$ cat config.mk
export PLATFORM = sky130hd
export DESIGN_NAME = ack_frame_receiver_flat
export DESIGN_NICKNAME = d
export VERILOG_FILES = /design/src/design/afr_pkg.sv /design/src/design/afr_if.sv /design/src/design/afr_front.sv /design/src/design/afr_fifo.sv /design/src/design/afr_back.sv /design/src/design/ack_frame_receiver.sv /design/src/flat_wrapper.sv
export SDC_FILE = /design/constraint.sdc
export NUM_CORES = 1
export LEC_CHECK = 0
export ABC_AREA = 0
export ABC_CLOCK_PERIOD_IN_PS = 40400
export BUFFER_PORTS_ARGS = -buffer_cell sky130_fd_sc_hd__buf_4
export CORE_MARGIN = 2
export CORE_UTILIZATION = 38
export DETAILED_ROUTE_END_ITERATION = 16
export GPL_TIMING_DRIVEN = 0
export MAX_ROUTING_LAYER = met4
export SKIP_CTS_REPAIR_TIMING = 1
export SYNTH_ARGS = -nofsm -noshare
export SYNTH_HDL_FRONTEND = slang
export SYNTH_HIERARCHICAL = 1
export SYNTH_SLANG_ARGS = --single-unit
$ cat constraint.sdc
create_clock -name clk_i -period 40.4 [get_ports clk_i]
set_input_delay 6.06 -clock clk_i [delete_from_list [all_inputs] [get_ports clk_i]]
set_output_delay 6.06 -clock clk_i [all_outputs]
set_load 0.02 [all_outputs]
$ cat src/design/afr_pkg.sv
// Shared types, constants and the CRC-32 byte step for the acknowledgement frame receiver.
`timescale 1ns / 1ps
`default_nettype none

package afr_pkg;

  localparam int FrameBytes = 32;
  localparam int PosW       = $clog2(FrameBytes);
  localparam int QueueDepth = 2;

  // Byte positions inside a frame.
  localparam logic [PosW-1:0] PosMagicHi  = PosW'(3);
  localparam logic [PosW-1:0] PosIndexLo  = PosW'(4);
  localparam logic [PosW-1:0] PosIndexHi  = PosW'(7);
  localparam logic [PosW-1:0] PosStatus   = PosW'(8);
  localparam logic [PosW-1:0] PosResvLo   = PosW'(9);
  localparam logic [PosW-1:0] PosResvHi   = PosW'(11);
  localparam logic [PosW-1:0] PosOffsetLo = PosW'(12);
  localparam logic [PosW-1:0] PosOffsetHi = PosW'(19);
  localparam logic [PosW-1:0] PosCrcLo    = PosW'(20);
  localparam logic [PosW-1:0] PosCrcHi    = PosW'(23);
  localparam logic [PosW-1:0] PosTailLo   = PosW'(24);
  localparam logic [PosW-1:0] PosLast     = PosW'(FrameBytes - 1);

  localparam logic [7:0] MagicBytes [4] = '{8'h46, 8'h54, 8'h41, 8'h01};

  localparam logic [7:0] StAck = 8'h06;
  localparam logic [7:0] StNak = 8'h15;
  localparam logic [7:0] StCan = 8'h18;

  localparam logic [31:0] CrcPoly   = 32'hEDB8_8320;
  localparam logic [31:0] CrcPreset = 32'hFFFF_FFFF;

  typedef enum logic [2:0] {
    ERR_NONE   = 3'd0,
    ERR_MAGIC  = 3'd1,
    ERR_RESV   = 3'd2,
    ERR_STATUS = 3'd3,
    ERR_CRC    = 3'd4
  } err_e;

  typedef enum logic [2:0] {
    ACT_CURRENT = 3'd0,
    ACT_RETRY   = 3'd1,
    ACT_STALE   = 3'd2,
    ACT_CANCEL  = 3'd3,
    ACT_INVALID = 3'd4
  } act_e;

  // One checked frame plus the context it is classified against.
  typedef struct packed {
    err_e        err;
    logic [31:0] idx;
    logic [7:0]  status;
    logic [63:0] offset;
    logic [31:0] exp_idx;
    logic [63:0] off_before;
    logic [63:0] off_after;
    logic        allow_prev;
  } frame_rec_t;

  // Reflected CRC-32, one byte.
  function automatic logic [31:0] crc32_byte(logic [31:0] crc, logic [7:0] b);
    logic [31:0] c;
    c = crc ^ {24'h0, b};
    for (int k = 0; k < 8; k++) begin
      c = c[0] ? ((c >> 1) ^ CrcPoly) : (c >> 1);
    end
    return c;
  endfunction

endpackage

`default_nettype wire

$ cat src/design/afr_if.sv
// Valid/ready channel interfaces for the byte input and the frame result.
`timescale 1ns / 1ps
`default_nettype none

interface afr_in_if;
  logic        valid;
  logic        ready;
  logic [7:0]  data_byte;
  logic [31:0] await_index;
  logic [63:0] offset_before;
  logic [63:0] offset_after;
  logic        late_ok;

  modport source (output valid, data_byte, await_index, offset_before, offset_after,
                  late_ok, input ready);
  modport sink (input valid, data_byte, await_index, offset_before, offset_after,
                late_ok, output ready);
endinterface

interface afr_out_if;
  logic        valid;
  logic        ready;
  logic        frame_valid;
  logic [2:0]  error_kind;
  logic [31:0] frame_index;
  logic [7:0]  ack_status;
  logic [63:0] commit_offset;
  logic [2:0]  action;

  modport source (output valid, frame_valid, error_kind, frame_index, ack_status,
                  commit_offset, action, input ready);
  modport sink (input valid, frame_valid, error_kind, frame_index, ack_status,
                commit_offset, action, output ready);
endinterface

`default_nettype wire

$ cat src/design/afr_front.sv
// Front part: gathers frame bytes, runs the CRC and checks each completed frame.
`timescale 1ns / 1ps
`default_nettype none

module afr_front (
  input  wire logic              clk_i,
  input  wire logic              rst_ni,
  afr_in_if.sink                 in_i,
  input  wire logic              q_full_i,
  output      logic              push_o,
  output      afr_pkg::frame_rec_t rec_o
);
  import afr_pkg::*;

  logic [PosW-1:0] cnt_q;
  logic [31:0]     crc_q;
  logic            magic_ok_q;
  logic            resv_ok_q;
  logic [31:0]     idx_q;
  logic [7:0]      status_q;
  logic [63:0]     offset_q;
  logic [31:0]     crc_field_q;

  logic       accept;
  logic       last;
  logic       resv_pos;
  logic       status_ok;
  logic       resv_fin;
  logic [7:0] b;
  err_e       err;

  assign b        = in_i.data_byte;
  assign last     = (cnt_q == PosLast);
  // Only the closing byte needs room in the queue.
  assign in_i.ready = !last || !q_full_i;
  assign accept   = in_i.valid && in_i.ready;
  assign push_o   = accept && last;

  always_comb begin
    resv_pos  = ((cnt_q >= PosResvLo) && (cnt_q <= PosResvHi)) || (cnt_q >= PosTailLo);
    status_ok = (status_q == StAck) || (status_q == StNak) || (status_q == StCan);
    resv_fin  = resv_ok_q && (b == 8'h00);
    priority if (!magic_ok_q) begin
      err = ERR_MAGIC;
    end else if (!resv_fin) begin
      err = ERR_RESV;
    end else if (!status_ok) begin
      err = ERR_STATUS;
    end else if (crc_field_q != ~crc_q) begin
      err = ERR_CRC;
    end else begin
      err = ERR_NONE;
    end
  end

  always_comb begin
    rec_o.err        = err;
    rec_o.idx        = (err == ERR_NONE) ? idx_q : 32'h0;
    rec_o.status     = (err == ERR_NONE) ? status_q : 8'h00;
    rec_o.offset     = (err == ERR_NONE) ? offset_q : 64'h0;
    rec_o.exp_idx    = in_i.await_index;
    rec_o.off_before = in_i.offset_before;
    rec_o.off_after  = in_i.offset_after;
    rec_o.allow_prev = in_i.late_ok;
  end

  always_ff @(posedge clk_i or negedge rst_ni) begin
    if (!rst_ni) begin
      cnt_q <= '0;
      crc_q <= CrcPreset;
    end else if (accept) begin
      cnt_q <= last ? '0 : cnt_q + 1'b1;
      if (last) begin
        crc_q <= CrcPreset;
      end else if (cnt_q < PosCrcLo) begin
        crc_q <= crc32_byte(crc_q, b);
      end
    end
  end

  // Fields are shifted in little-endian, so the first byte ends up lowest.
  always_ff @(posedge clk_i) begin
    if (accept) begin
      if (cnt_q == '0) begin
        magic_ok_q <= (b == MagicBytes[0]);
      end else if (cnt_q <= PosMagicHi) begin
        magic_ok_q <= magic_ok_q && (b == MagicBytes[cnt_q[1:0]]);
      end
      if (cnt_q == '0) begin
        resv_ok_q <= 1'b1;
      end else if (resv_pos) begin
        resv_ok_q <= resv_ok_q && (b == 8'h00);
      end
      if ((cnt_q >= PosIndexLo) && (cnt_q <= PosIndexHi)) begin
        idx_q <= {b, idx_q[31:8]};
      end
      if (cnt_q == PosStatus) begin
        status_q <= b;
      end
      if ((cnt_q >= PosOffsetLo) && (cnt_q <= PosOffsetHi)) begin
        offset_q <= {b, offset_q[63:8]};
      end
      if ((cnt_q >= PosCrcLo) && (cnt_q <= PosCrcHi)) begin
        crc_field_q <= {b, crc_field_q[31:8]};
      end
    end
  end

endmodule

`default_nettype wire

$ cat src/design/afr_fifo.sv
// Short queue of checked frame records between the front and the back part.
`timescale 1ns / 1ps
`default_nettype none

module afr_fifo #(
  parameter int Depth = afr_pkg::QueueDepth
) (
  input  wire logic                clk_i,
  input  wire logic                rst_ni,
  input  wire logic                push_i,
  input  wire afr_pkg::frame_rec_t wdata_i,
  input  wire logic                pop_i,
  output      afr_pkg::frame_rec_t rdata_o,
  output      logic                full_o,
  output      logic                nonempty_o
);
  import afr_pkg::*;

  localparam int PtrW = (Depth > 1) ? $clog2(Depth) : 1;
  localparam int CntW = $clog2(Depth + 1);

  frame_rec_t      mem_q [Depth];
  logic [PtrW-1:0] wr_ptr_q;
  logic [PtrW-1:0] rd_ptr_q;
  logic [CntW-1:0] cnt_q;

  assign full_o     = (cnt_q == CntW'(Depth));
  assign nonempty_o = (cnt_q != '0);
  assign rdata_o    = mem_q[rd_ptr_q];

  always_ff @(posedge clk_i or negedge rst_ni) begin
    if (!rst_ni) begin
      wr_ptr_q <= '0;
      rd_ptr_q <= '0;
      cnt_q    <= '0;
    end else begin
      if (push_i) begin
        wr_ptr_q <= (wr_ptr_q == PtrW'(Depth - 1)) ? '0 : wr_ptr_q + 1'b1;
      end
      if (pop_i) begin
        rd_ptr_q <= (rd_ptr_q == PtrW'(Depth - 1)) ? '0 : rd_ptr_q + 1'b1;
      end
      if (push_i && !pop_i) begin
        cnt_q <= cnt_q + 1'b1;
      end else if (pop_i && !push_i) begin
        cnt_q <= cnt_q - 1'b1;
      end
    end
  end

  always_ff @(posedge clk_i) begin
    if (push_i) begin
      mem_q[wr_ptr_q] <= wdata_i;
    end
  end

endmodule

`default_nettype wire

$ cat src/design/afr_back.sv
// Back part: classifies a checked frame and holds the result until it is taken.
`timescale 1ns / 1ps
`default_nettype none

module afr_back (
  input  wire logic                clk_i,
  input  wire logic                rst_ni,
  input  wire afr_pkg::frame_rec_t rec_i,
  input  wire logic                rec_valid_i,
  output      logic                pop_o,
  afr_out_if.source                out_o
);
  import afr_pkg::*;

  logic        out_valid_q;
  logic        frame_valid_q;
  err_e        err_q;
  logic [31:0] idx_q;
  logic [7:0]  status_q;
  logic [63:0] offset_q;
  act_e        act_q;
  act_e        act_d;

  assign pop_o = rec_valid_i && (!out_valid_q || out_o.ready);

  // A failed frame carries zero fields, which always lands on invalid below.
  always_comb begin
    priority if (rec_i.status == StCan) begin
      act_d = ACT_CANCEL;
    end else if (rec_i.idx == rec_i.exp_idx) begin
      priority if ((rec_i.status == StAck) && (rec_i.offset == rec_i.off_after)) begin
        act_d = ACT_CURRENT;
      end else if ((rec_i.status == StNak) && (rec_i.offset == rec_i.off_before)) begin
        act_d = ACT_RETRY;
      end else begin
        act_d = ACT_INVALID;
      end
    end else if (rec_i.allow_prev && (rec_i.exp_idx != 32'h0) && (rec_i.status == StAck)
                 && (rec_i.idx == rec_i.exp_idx - 32'd1)
                 && (rec_i.offset == rec_i.off_before)) begin
      act_d = ACT_STALE;
    end else begin
      act_d = ACT_INVALID;
    end
  end

  always_ff @(posedge clk_i or negedge rst_ni) begin
    if (!rst_ni) begin
      out_valid_q <= 1'b0;
    end else if (pop_o) begin
      out_valid_q <= 1'b1;
    end else if (out_o.ready) begin
      out_valid_q <= 1'b0;
    end
  end

  always_ff @(posedge clk_i) begin
    if (pop_o) begin
      frame_valid_q <= (rec_i.err == ERR_NONE);
      err_q         <= rec_i.err;
      idx_q         <= rec_i.idx;
      status_q      <= rec_i.status;
      offset_q      <= rec_i.offset;
      act_q         <= act_d;
    end
  end

  assign out_o.valid         = out_valid_q;
  assign out_o.frame_valid   = frame_valid_q;
  assign out_o.error_kind    = err_q;
  assign out_o.frame_index   = idx_q;
  assign out_o.ack_status    = status_q;
  assign out_o.commit_offset = offset_q;
  assign out_o.action        = act_q;

endmodule

`default_nettype wire

$ cat src/design/ack_frame_receiver.sv
// Top level of the acknowledgement frame receiver: front, record queue and back.
//
//   channel | direction | transfer carries
//   --------+-----------+-----------------------------------------------------
//   in_i    | sink      | one stream byte plus index and offset context
//   out_o   | source    | one checked, classified frame per 32 accepted bytes
//
// One byte is taken per cycle unless a last byte waits on a full queue; the
// CRC in the front advances one byte per cycle over bytes 0 to 19. A frame
// result passes the record queue, then the output register of the back part.
// Reset clears the byte count, presets the CRC and empties the queue.
// A stalled output fills the queue; input stalls only on the last byte of a
// frame while the queue is full.
`timescale 1ns / 1ps
`default_nettype none

module ack_frame_receiver #(
  parameter int QUEUE_DEPTH = afr_pkg::QueueDepth
) (
  input  wire logic clk_i,
  input  wire logic rst_ni,
  afr_in_if.sink    in_i,
  afr_out_if.source out_o
);
  import afr_pkg::*;

  frame_rec_t push_rec;
  frame_rec_t head_rec;
  logic       push;
  logic       pop;
  logic       q_full;
  logic       q_nonempty;

  afr_front u_front (
    .clk_i    (clk_i),
    .rst_ni   (rst_ni),
    .in_i     (in_i),
    .q_full_i (q_full),
    .push_o   (push),
    .rec_o    (push_rec)
  );

  afr_fifo #(
    .Depth (QUEUE_DEPTH)
  ) u_fifo (
    .clk_i      (clk_i),
    .rst_ni     (rst_ni),
    .push_i     (push),
    .wdata_i    (push_rec),
    .pop_i      (pop),
    .rdata_o    (head_rec),
    .full_o     (q_full),
    .nonempty_o (q_nonempty)
  );

  afr_back u_back (
    .clk_i       (clk_i),
    .rst_ni      (rst_ni),
    .rec_i       (head_rec),
    .rec_valid_i (q_nonempty),
    .pop_o       (pop),
    .out_o       (out_o)
  );

  a_no_overflow: assert property (@(posedge clk_i) disable iff (!rst_ni)
    push |-> (!q_full || pop))
    else $error("record pushed into a full queue");

  a_pop_shows: assert property (@(posedge clk_i) disable iff (!rst_ni)
    pop |=> out_o.valid)
    else $error("popped record not presented at the output");

  a_bad_is_invalid: assert property (@(posedge clk_i) disable iff (!rst_ni)
    (out_o.valid && !out_o.frame_valid) |->
      (out_o.action == ACT_INVALID && out_o.error_kind != ERR_NONE))
    else $error("failed frame not classified as invalid");

  a_good_no_err: assert property (@(posedge clk_i) disable iff (!rst_ni)
    (out_o.valid && out_o.frame_valid) |-> (out_o.error_kind == ERR_NONE))
    else $error("valid frame carries an error kind");

endmodule

`default_nettype wire
$ cat src/flat_wrapper.sv
// flat-port wrapper written by rule: the top's interface ports become plain ports
module ack_frame_receiver_flat import afr_pkg::*;
#(
  parameter int QUEUE_DEPTH = afr_pkg::QueueDepth
)
  (clk_i, rst_ni, in_i_valid, in_i_data_byte, in_i_await_index, in_i_offset_before, in_i_offset_after, in_i_late_ok, in_i_ready, out_o_valid, out_o_frame_valid, out_o_error_kind, out_o_frame_index, out_o_ack_status, out_o_commit_offset, out_o_action, out_o_ready);
  afr_in_if in_i_i ();
  afr_out_if out_o_i ();
  input  wire logic clk_i;
  input  wire logic rst_ni;
  input wire logic [$bits(in_i_i.valid)-1:0] in_i_valid;
  input wire logic [$bits(in_i_i.data_byte)-1:0] in_i_data_byte;
  input wire logic [$bits(in_i_i.await_index)-1:0] in_i_await_index;
  input wire logic [$bits(in_i_i.offset_before)-1:0] in_i_offset_before;
  input wire logic [$bits(in_i_i.offset_after)-1:0] in_i_offset_after;
  input wire logic [$bits(in_i_i.late_ok)-1:0] in_i_late_ok;
  output wire logic [$bits(in_i_i.ready)-1:0] in_i_ready;
  output wire logic [$bits(out_o_i.valid)-1:0] out_o_valid;
  output wire logic [$bits(out_o_i.frame_valid)-1:0] out_o_frame_valid;
  output wire logic [$bits(out_o_i.error_kind)-1:0] out_o_error_kind;
  output wire logic [$bits(out_o_i.frame_index)-1:0] out_o_frame_index;
  output wire logic [$bits(out_o_i.ack_status)-1:0] out_o_ack_status;
  output wire logic [$bits(out_o_i.commit_offset)-1:0] out_o_commit_offset;
  output wire logic [$bits(out_o_i.action)-1:0] out_o_action;
  input wire logic [$bits(out_o_i.ready)-1:0] out_o_ready;
  assign in_i_i.valid = in_i_valid;
  assign in_i_i.data_byte = in_i_data_byte;
  assign in_i_i.await_index = in_i_await_index;
  assign in_i_i.offset_before = in_i_offset_before;
  assign in_i_i.offset_after = in_i_offset_after;
  assign in_i_i.late_ok = in_i_late_ok;
  assign in_i_ready = in_i_i.ready;
  assign out_o_valid = out_o_i.valid;
  assign out_o_frame_valid = out_o_i.frame_valid;
  assign out_o_error_kind = out_o_i.error_kind;
  assign out_o_frame_index = out_o_i.frame_index;
  assign out_o_ack_status = out_o_i.ack_status;
  assign out_o_commit_offset = out_o_i.commit_offset;
  assign out_o_action = out_o_i.action;
  assign out_o_i.ready = out_o_ready;
  ack_frame_receiver #(.QUEUE_DEPTH(QUEUE_DEPTH)) u_core (.clk_i(clk_i), .rst_ni(rst_ni), .in_i(in_i_i), .out_o(out_o_i));
endmodule
[Word level (Yosys, flattened, before mapping)]
Memories as Yosys holds them, arrays and structs flattened.
Cells that the tools add are included.
Storage, ports and cells
  memories kept: 1
  input port bits: 173
  bits in registers: 291
  output and inout bits: 113
  RAM bits: 536
Memory list
  u_core.u_fifo.mem_q: words 2, bits a word 268, rd ports 1, clocked after Yosys merged registers in 0, wr ports 1, line afr_fifo.sv:22  | frame_rec_t mem_q [Depth];
Operators by class
  $lt $le $gt $ge: 12
  add/subtract/negate cells: 6
  bitwise operators: 11
  reduce and logical (&&, ||, !) cells: 45
  eq/ne operators: 16
  muxes and demuxes: 36
Operator list (count)
  two-way mux 32 bit: 11
  equality test 64 bit: 2
  NOT 13 -> 14 bit: 8
  equality test 32 bit: 2
  two-way mux 64 bit: 1
  equality test 8 x 5 -> 1 bit (second input constant): 4
  != test 32 bit: 1
  NOT 32 bit: 1
  nonzero test 32 bit: 1
  subtractor 32 x 1 -> 32 bit (second input constant): 1
  XOR 32 x 8 -> 32 bit: 1
  two-way mux 3 bit: 8
  two-way mux 8 bit: 3
  logical AND 1 bit: 17
  binary-select mux 8 bit (select 2 bit): 1
  equality test 8 x 3 -> 1 bit (second input constant): 2
  AND reduction 2 bit: 7
  nonzero test 2 bit: 6
  greater-or-equal comparator 5 x 4 -> 1 bit (second input constant): 2
  greater-or-equal comparator 5 bit (second input constant): 2
  less-or-equal comparator 5 bit (second input constant): 2
  two-way mux 1 bit: 9
  equality test 8 x 7 -> 1 bit (second input constant): 1
  equality test 8 bit: 1
  other kinds (21): 32

[Depth between registers and ports, before layout]
Gate-level depths: netlist of run 1.
  depth in word-level cells: 19
  depth in mapped cells: 14
  depth with buffers taken out: 11

[Cells and area by module]
Netlist of run 1, hierarchy kept.
By module, submodules not included
  afr_fifo: seq. area each 16195.5 um^2, area each 20359.5 um^2, instances 1, cells an instance 850
  afr_front: seq. area each 5109.9 um^2, area each 9088.7 um^2, instances 1, cells an instance 752
  afr_back: seq. area each 3358.2 um^2, area each 6160.9 um^2, instances 1, cells an instance 487

[Worst setup path before layout of run 1]
OpenSTA, ideal clock, no wires.
  kind: in2reg
  start point: input port in_i_valid
  end point: memory u_core/u_fifo/mem_q[0][0] in the netlist's numbering, enable pin
  slack: 21.165 ns
  data arrival time: 18.301 ns
  stages on the path: 3
  setup time: 0.934 ns
  required time: 39.466 ns
  path through: nand2_1 -> nor2_1 -> nor2b_1
Between the ends
  word-level cells in the longest chain between the ends: 4
Ends and longest elaborated chain
  start: declaration: line flat_wrapper.sv:11  | input wire logic [$bits(in_i_i.valid)-1:0] in_i_valid;
  logical AND 1 bit: line afr_front.sv:36  | assign accept = in_i.valid && in_i.ready;
  logical AND 1 bit: line afr_front.sv:37  | assign push_o = accept && last;
  via u_core.push: line ack_frame_receiver.sv:29  | logic push;
  two-way mux 1 bit: line afr_fifo.sv:52  | if (push_i) begin
  two-way mux 1 bit (implied by the code): line afr_fifo.sv:53  | mem_q[wr_ptr_q] <= wdata_i;
  end: declaration: line afr_fifo.sv:22
The timed path passes the listed nets, and every way through them passes these cells.

[Worst setup path in the final report of run 1]
  start point: input port in_i_valid
  end point: memory u_core/u_fifo/mem_q[1][36] in the netlist's numbering, enable pin
Same word-level chain as after synthesis.

==> flow_metrics.py, run 1 <==
metrics = {
    "routing": {
        "finalWirelength_um": 88800,
        "postRouteAntennaNets": 0,
        "viasPerCell": 4.98,
        "drcViolationCount": 0,
        "drt_pass1_iterations": 5,
        "avgRoutedWirePerCell_um": 24.3,
        "num_vias": 18200,
        "first_iter_violations": 1722,
    },
    "sta": {
        "fmax_mhz": 117,
        "period_needed_ns": 8.51,
        "holdWs_ns": 0.426,
        "tightest_slew_ns": 1.03,
        "final-max-slew-violation-count": 0,
        "hold_violations": 0,
        "setup_tns_ns": 0,
        "maxSlewHeadroom_pct": 30.9,
        "period_share_pct": 21.1,
        "finClkSkew_ns": 0.0380,
        "grt_setup_unrepaired": "false",
        "setup_ws_ns": 31.89,
        "setup_viol": 0,
    },
    "synthesis": {
        "synthTopCellsByArea": "edfxtp_1 66%, mux2_4 8.4%, buf_4 3.5%, xor2_1 3.4%, xnor2_1 3.1%",
        "syn_area_um2": 35600,
        "synth_top_area_share_pct": 66.2,
        "ys_types": 71,
        "synth_warnings": 6,
        "synth_top_area_cell": "edfxtp_1",
        "async_flop_share_pct": 5.08,
        "synth_edf_count": 785,
        "synth_most_common_cell": "edfxtp_1",
        "seq_area_frac_synth_pct": 69.3,
        "synthCells": 2089,
        "ys_seq_elements": 827,
        "synth_top_cells_by_count": "785 x edfxtp_1, 200 x mux2_4, 164 x buf_4",
        "syn_area_per_cell_um2": 17.0,
        "ys_dominant_reg_cell": "edfxtp_1",
    },
    "power": {
        "p_per_area_nw_per_um2": 64.2,
        "power_w": 0.00267,
        "leakagePower_nw": 14.6,
        "ir_drop_uv": 71.6,
    },
    "final_layout": {
        "fillers": 8179,
        "nets": 2505,
        "syn_to_final_growth_pct": 16.6,
        "drive_gt1_share_pct": 34.0,
        "fin_area_um2": 41500,
    },
    "global_route": {
        "grt_remaining_overflow": 0,
        "antenna_found_initial": 5,
        "grt_max_degree": 62,
        "first_global_vias": 18500,
        "grt_pass1_wl_um": 126000,
        "track_usage_pct": 18.8,
    },
    "flow_run": {
        "maxCapViolCount": 0,
    },
    "clock_tree": {
        "tritoncts": "built",
        "clock_latency_ns": 0.66,
        "root_buffer": "clkbuf_16",
        "cts.path.max_buffers": 3,
        "clkTransAtPathRegs_ns": 0.06,
        "numCtsBuffers": 88,
        "cts.sinks": 827,
        "htreeDepth": 3,
    },
    "critical_path": {
        "critical_path_class": "in -> reg",
        "rr_startpoint": "u_core/u_fifo/rd_ptr_q$_DFFE_PN0P_",
        "cp-end-kind": "register",
        "critical_path.startpoint": "in_i_valid",
        "crit_arrival_ns": 8.83,
        "crit_required_ns": 40.71,
        "worst_setup_path_start_kind": "primary input",
        "path_max_fanout": 53,
    },
    "place": {
        "dp_hpwl_um": 64500,
        "port_buffers": 124,
        "dp_slack_ns": 31.16,
        "placed_cell_area_um2": 38600,
        "gp_congestion": 0.854,
    },
    "floorplanning": {
        "start_util_pct": 38.3,
        "rows": 112,
        "die_area_um2": 96200,
        "ioPinCount": 286,
        "core-area_um2": 93000,
        "dieHeight_um": 310,
        "die-width_um": 310,
    },
    "worst_hold_path": {
        "hold_class": "reg -> reg",
        "hold_path_startpoint": "u_core/u_front/offset_q[63]$_DFFE_PP_",
    },
    "status": {
        "outcome": "complete, no violations",
    },
}
routing by layer:
layer	vias up	share of wire (%)	GRT usage, %	routed length [um]
li1	8208	-	-	-
met1	9331	45	25.6	39900
met2	563	48	29.7	42800
met3	89	5.3	2.77	4720
met4	0	1.5	4.40	1360
met5	-	0	-	0
per-stage QoR:
stage / utilization [%] / cells
final: 44.6 / 3655
after CTS: 44.6 / 3652
after global routing: 44.6 / 3654
after global placement: 41.0 / 3469
after detailed placement: 41.5 / 3490
after floorplan: - / 2091
report_power, final:
part	internal (W)	total (W)	leakage, nW	switching (W)
Combinational	0.000341	0.000773	5.84	0.000432
Clock	0.000456	0.000798	1.39	0.000342
Sequential	0.00105	0.00110	7.39	0.0000484
placed cells by master (no fill, tap or decap), types with 10 or more instances in the layout:
| cell type | Yosys | layout |
|---|---|---|
| buf_4 | 164 | 289 |
| nand3_1 | 15 | 15 |
| edfxtp_1 | 785 | 785 |
| clkinv_2 | 0 | 15 |
| a21oi_1 | 37 | 37 |
| mux2_4 | 200 | 200 |
| mux2_2 | 68 | 68 |
| dfrtp_1 | 10 | 10 |
| nand2_1 | 25 | 25 |
| nor3_1 | 24 | 23 |
| clkbuf_1 | 27 | 39 |
| o21ai_0 | 12 | 12 |
| clkbuf_16 | 0 | 91 |
| buf_12 | 0 | 12 |
| dfstp_2 | 32 | 32 |
| buf_6 | 25 | 26 |
| inv_1 | 12 | 12 |
| nor2_1 | 63 | 61 |
| clkinv_1 | 0 | 15 |
| nand4_1 | 32 | 32 |
| xor2_1 | 139 | 139 |
| nand2b_1 | 11 | 11 |
| buf_2 | 17 | 17 |
| xnor2_1 | 126 | 126 |
| nor4_1 | 39 | 38 |
| and3_1 | 105 | 105 |
| clkinvlp_4 | 0 | 11 |
registers in the layout, summed over array words and instances, names as in the netlist, 3 cells and up:
register	flops
u_core/u_back/out_o.ack_status	8
u_core/u_back/out_o.action	3
u_core/u_back/out_o.commit_offset	64
u_core/u_back/out_o.error_kind	3
u_core/u_back/out_o.frame_index	32
u_core/u_fifo/mem_q	536
u_core/u_front/cnt_q	5
u_core/u_front/crc_field_q	32
u_core/u_front/crc_q	32
u_core/u_front/idx_q	32
u_core/u_front/offset_q	64
u_core/u_front/status_q	8
logic make-up (layout without fill, tap and decap cells):
group / count (synthesis) / after routing / synth area share (%)
flip-flops: 827 / 827 / 69.3
adder cells (fa/ha/maj): 6 / 6 / 0.211
other: 1 / 6 / 0.0105
AO/OA/AOI/OAI: 92 / 92 / 1.62
XOR/XNOR: 278 / 278 / 7.31
buffers and inverters: 245 / 552 / 4.90
AND/OR/NAND/NOR: 367 / 367 / 5.97
multiplexers: 273 / 273 / 10.7
final timing paths:
check,to,slack [ns],cells after the start
max in group asynchronous,u_core/u_back/out_o.valid$_DFFE_PN0P_,34.53,1
max reg2reg,u_core/u_back/out_o.action[2]$_SDFFCE_PN0P_,35.47,13
max,u_core/u_fifo/mem_q[1][36]$_DFFE_PP_,31.89,8
min in group asynchronous,u_core/u_front/cnt_q[0]$_DFFE_PN0P_,5.44,1
min,u_core/u_front/offset_q[55]$_DFFE_PP_,0.43,0
min reg2reg,u_core/u_front/offset_q[55]$_DFFE_PP_,0.43,0
layout make-up:
type	count	area [um^2]	area share, %
plain buffers	233	1700	4.09
diodes	3	7.51	0.0181
clock inverters	55	528	1.27
multi-input cells	1019	9250	22.3
repair buffers	145	1380	3.33
inverters	12	45.0	0.108
well taps	1254	1570	3.78
flip-flops and latches	827	24700	59.4
clock buffers	107	2380	5.73
worst max-delay path: stages:
cell and delay (ns):
buf_4 0.10, nand2_1 0.25, nor2_1 0.48, and2_4 0.64
buf_16 0.30, buf_16 0.30, buf_12 0.27, buf_16 0.28
Power figures use the tool's default switching activity.
==> inputs of run 2 (changes only) <==
--- a/config.mk
+++ b/config.mk
@@ -6,7 +6,7 @@
 export NUM_CORES = 1
 export LEC_CHECK = 0
 export ABC_AREA = 0
-export ABC_CLOCK_PERIOD_IN_PS = 40400
+export ABC_CLOCK_PERIOD_IN_PS = 8800
 export BUFFER_PORTS_ARGS = -buffer_cell sky130_fd_sc_hd__buf_4
 export CORE_MARGIN = 2
 export CORE_UTILIZATION = 38
==> constraint.sdc (replaced) <==
create_clock -name clk_i -period 8.8 [get_ports clk_i]
set_input_delay 1.32 -clock clk_i [delete_from_list [all_inputs] [get_ports clk_i]]
set_output_delay 1.32 -clock clk_i [all_outputs]
set_load 0.02 [all_outputs]
==> flow_metrics.py, run 2 (same netlist as run 1, synthesis figures left out) <==
metrics = {
    "routing": {
        "postRouteAntennaNets": 0,
        "drt_pass1_iterations": 6,
        "first_iter_violations": 1672,
        "drcViolationCount": 0,
        "finalWirelength_um": 88100,
        "avgRoutedWirePerCell_um": 24.1,
        "num_vias": 18200,
        "viasPerCell": 4.98,
    },
    "critical_path": {
        "worst_setup_path_start_kind": "register",
        "cpPeakStageDelay_ns": 0.97,
        "critical_path_class": "reg -> reg",
        "rrSetupSlack_ns": 3.49,
        "cp-end-kind": "register",
        "cp_common_cell": "buf_6",
        "crit_required_ns": 9.13,
        "cpMaxStageDelayCell": "a2111oi_0",
        "crit_arrival_ns": 5.64,
        "path_max_fanout": 10,
        "crit_chain": "buf_6 > buf_6 > buf_6 > mux2_4 > inv_1 > ha_1 > nor3b_1 > nand4_1 > a2111oi_0 > nand2_1 > a2111o_1 > nor4_2 > nor3_1",
    },
    "clock_tree": {
        "root_buffer": "clkbuf_16",
        "clkTransAtPathRegs_ns": 0.06,
        "numCtsBuffers": 89,
        "htreeDepth": 3,
        "cts.path.max_buffers": 3,
        "clock_latency_ns": 0.68,
        "cts.sinks": 827,
        "tritoncts": "built",
    },
    "floorplanning": {
        "rows": 112,
        "core-area_um2": 93000,
        "die_area_um2": 96200,
        "ioPinCount": 286,
        "start_util_pct": 38.3,
        "dieHeight_um": 310,
        "die-width_um": 310,
    },
    "global_route": {
        "grt_remaining_overflow": 0,
        "antenna_found_initial": 8,
        "track_usage_pct": 18.7,
        "grt_pass1_wl_um": 126000,
        "first_global_vias": 18400,
        "grt_max_degree": 63,
    },
    "final_layout": {
        "layout_commonest_cell": "edfxtp_1",
        "largest_register": "u_core/u_fifo/mem_q",
        "syn_to_final_growth_pct": 16.5,
        "largest_reg_flops": 536,
        "nets": 2505,
        "mostFrequentLayoutCells": "785 x edfxtp_1, 288 x buf_4, 200 x mux2_4",
        "drive_gt1_share_pct": 33.7,
        "fin_area_um2": 41500,
        "final_cells": 3654,
    },
    "sta": {
        "hold_violations": 0,
        "period_needed_ns": 5.31,
        "grt_setup_unrepaired": "false",
        "fmax_mhz": 188,
        "period_share_pct": 60.4,
        "final-max-slew-violation-count": 0,
        "finClkSkew_ns": 0.0696,
        "tightest_slew_ns": 0.940,
        "maxSlewHeadroom_pct": 35.7,
        "setup_viol": 0,
        "holdWs_ns": 0.407,
        "setup_ws_ns": 3.49,
    },
    "place": {
        "dp_hpwl_um": 63700,
        "dp_cells": 3489,
        "gp_congestion": 0.864,
        "dp_slack_ns": 3.74,
        "port_buffers": 124,
        "placed_cell_area_um2": 38600,
    },
    "power": {
        "leakagePower_nw": 14.6,
        "ir_drop_uv": 442,
        "power_w": 0.0122,
        "p_per_area_nw_per_um2": 295,
    },
    "status": {
        "outcome": "complete, no violations",
    },
    "flow_run": {
        "maxCapViolCount": 0,
    },
    "worst_hold_path": {
        "hold_class": "reg -> reg",
    },
}
[run 2: cell types whose count changed in the layout (fill, tap and decap cells not counted), moves of 2 or more]
cell and delta:
clkinvlp_4 -5, bufinv_16 +2, clkbuf_8 -3, clkbuf_1 +3, clkinv_8 +2, clkinv_1 +2
[run 2: through the flow]
| stage | TNS (ns) | utilization (%) |
|---|---|---|
| final | 0 | 44.6 |
| after CTS | 0 | 44.6 |
| after global placement | -1171.56 | 41.0 |
| after global routing | 0 | 44.6 |
| after floorplan | 0 | - |
| after detailed placement | 0 | 41.5 |
[run 2: worst paths after layout]
kind,start,depth (start not counted),to
setup / recovery,u_core/u_fifo/rd_ptr_q$_DFFE_PN0P_,13,u_core/u_back/out_o.action[2]$_SDFFCE_PN0P_
hold / removal,u_core/u_front/idx_q[31]$_DFFE_PP_,0,u_core/u_front/idx_q[23]$_DFFE_PP_
setup reg to reg,u_core/u_fifo/rd_ptr_q$_DFFE_PN0P_,13,u_core/u_back/out_o.action[2]$_SDFFCE_PN0P_
hold reg to reg,u_core/u_front/idx_q[31]$_DFFE_PP_,0,u_core/u_front/idx_q[23]$_DFFE_PP_
max in group asynchronous,rst_ni,1,u_core/u_front/cnt_q[1]$_DFFE_PN0P_
min in group asynchronous,rst_ni,1,u_core/u_fifo/cnt_q[0]$_DFFE_PN0P_
[run 2: area by class of cell]
class | instances | area (um^2)
fill | 8221 | 51600
clock buffer | 106 | 2320
sequential | 827 | 24700
timing repair buffer | 144 | 1370
clock inverter | 55 | 572
inverter | 12 | 45.0
multi-input combinational | 1019 | 9250
tap | 1254 | 1570
antenna | 4 | 10.0
buffer | 233 | 1700
[run 2: power breakdown]
group          internal [W]  switching, W  total [W]
sequential          0.00481      0.000220    0.00503
combinational       0.00156       0.00197    0.00354
clock               0.00211       0.00157    0.00368
[run 2: worst max-delay path, delay by kind of cell, from the launching register on]
kind,cells,cell delay [ns]
simple gates,5,1.99
compound gates,2,1.39
buf+inv,4,0.71
mux,1,0.35
flops,1,0.33
fa+ha+maj,1,0.20
[run 2: metal layers]
metal / routed length, um / global-route usage (%) / up-vias
met5: 0 / - / -
met4: 1790 / 5.28 / 0
met3: 5260 / 3.12 / 105
met2: 42300 / 29.4 / 557
met1: 38700 / 25.2 / 9341
li1: - / - / 8198
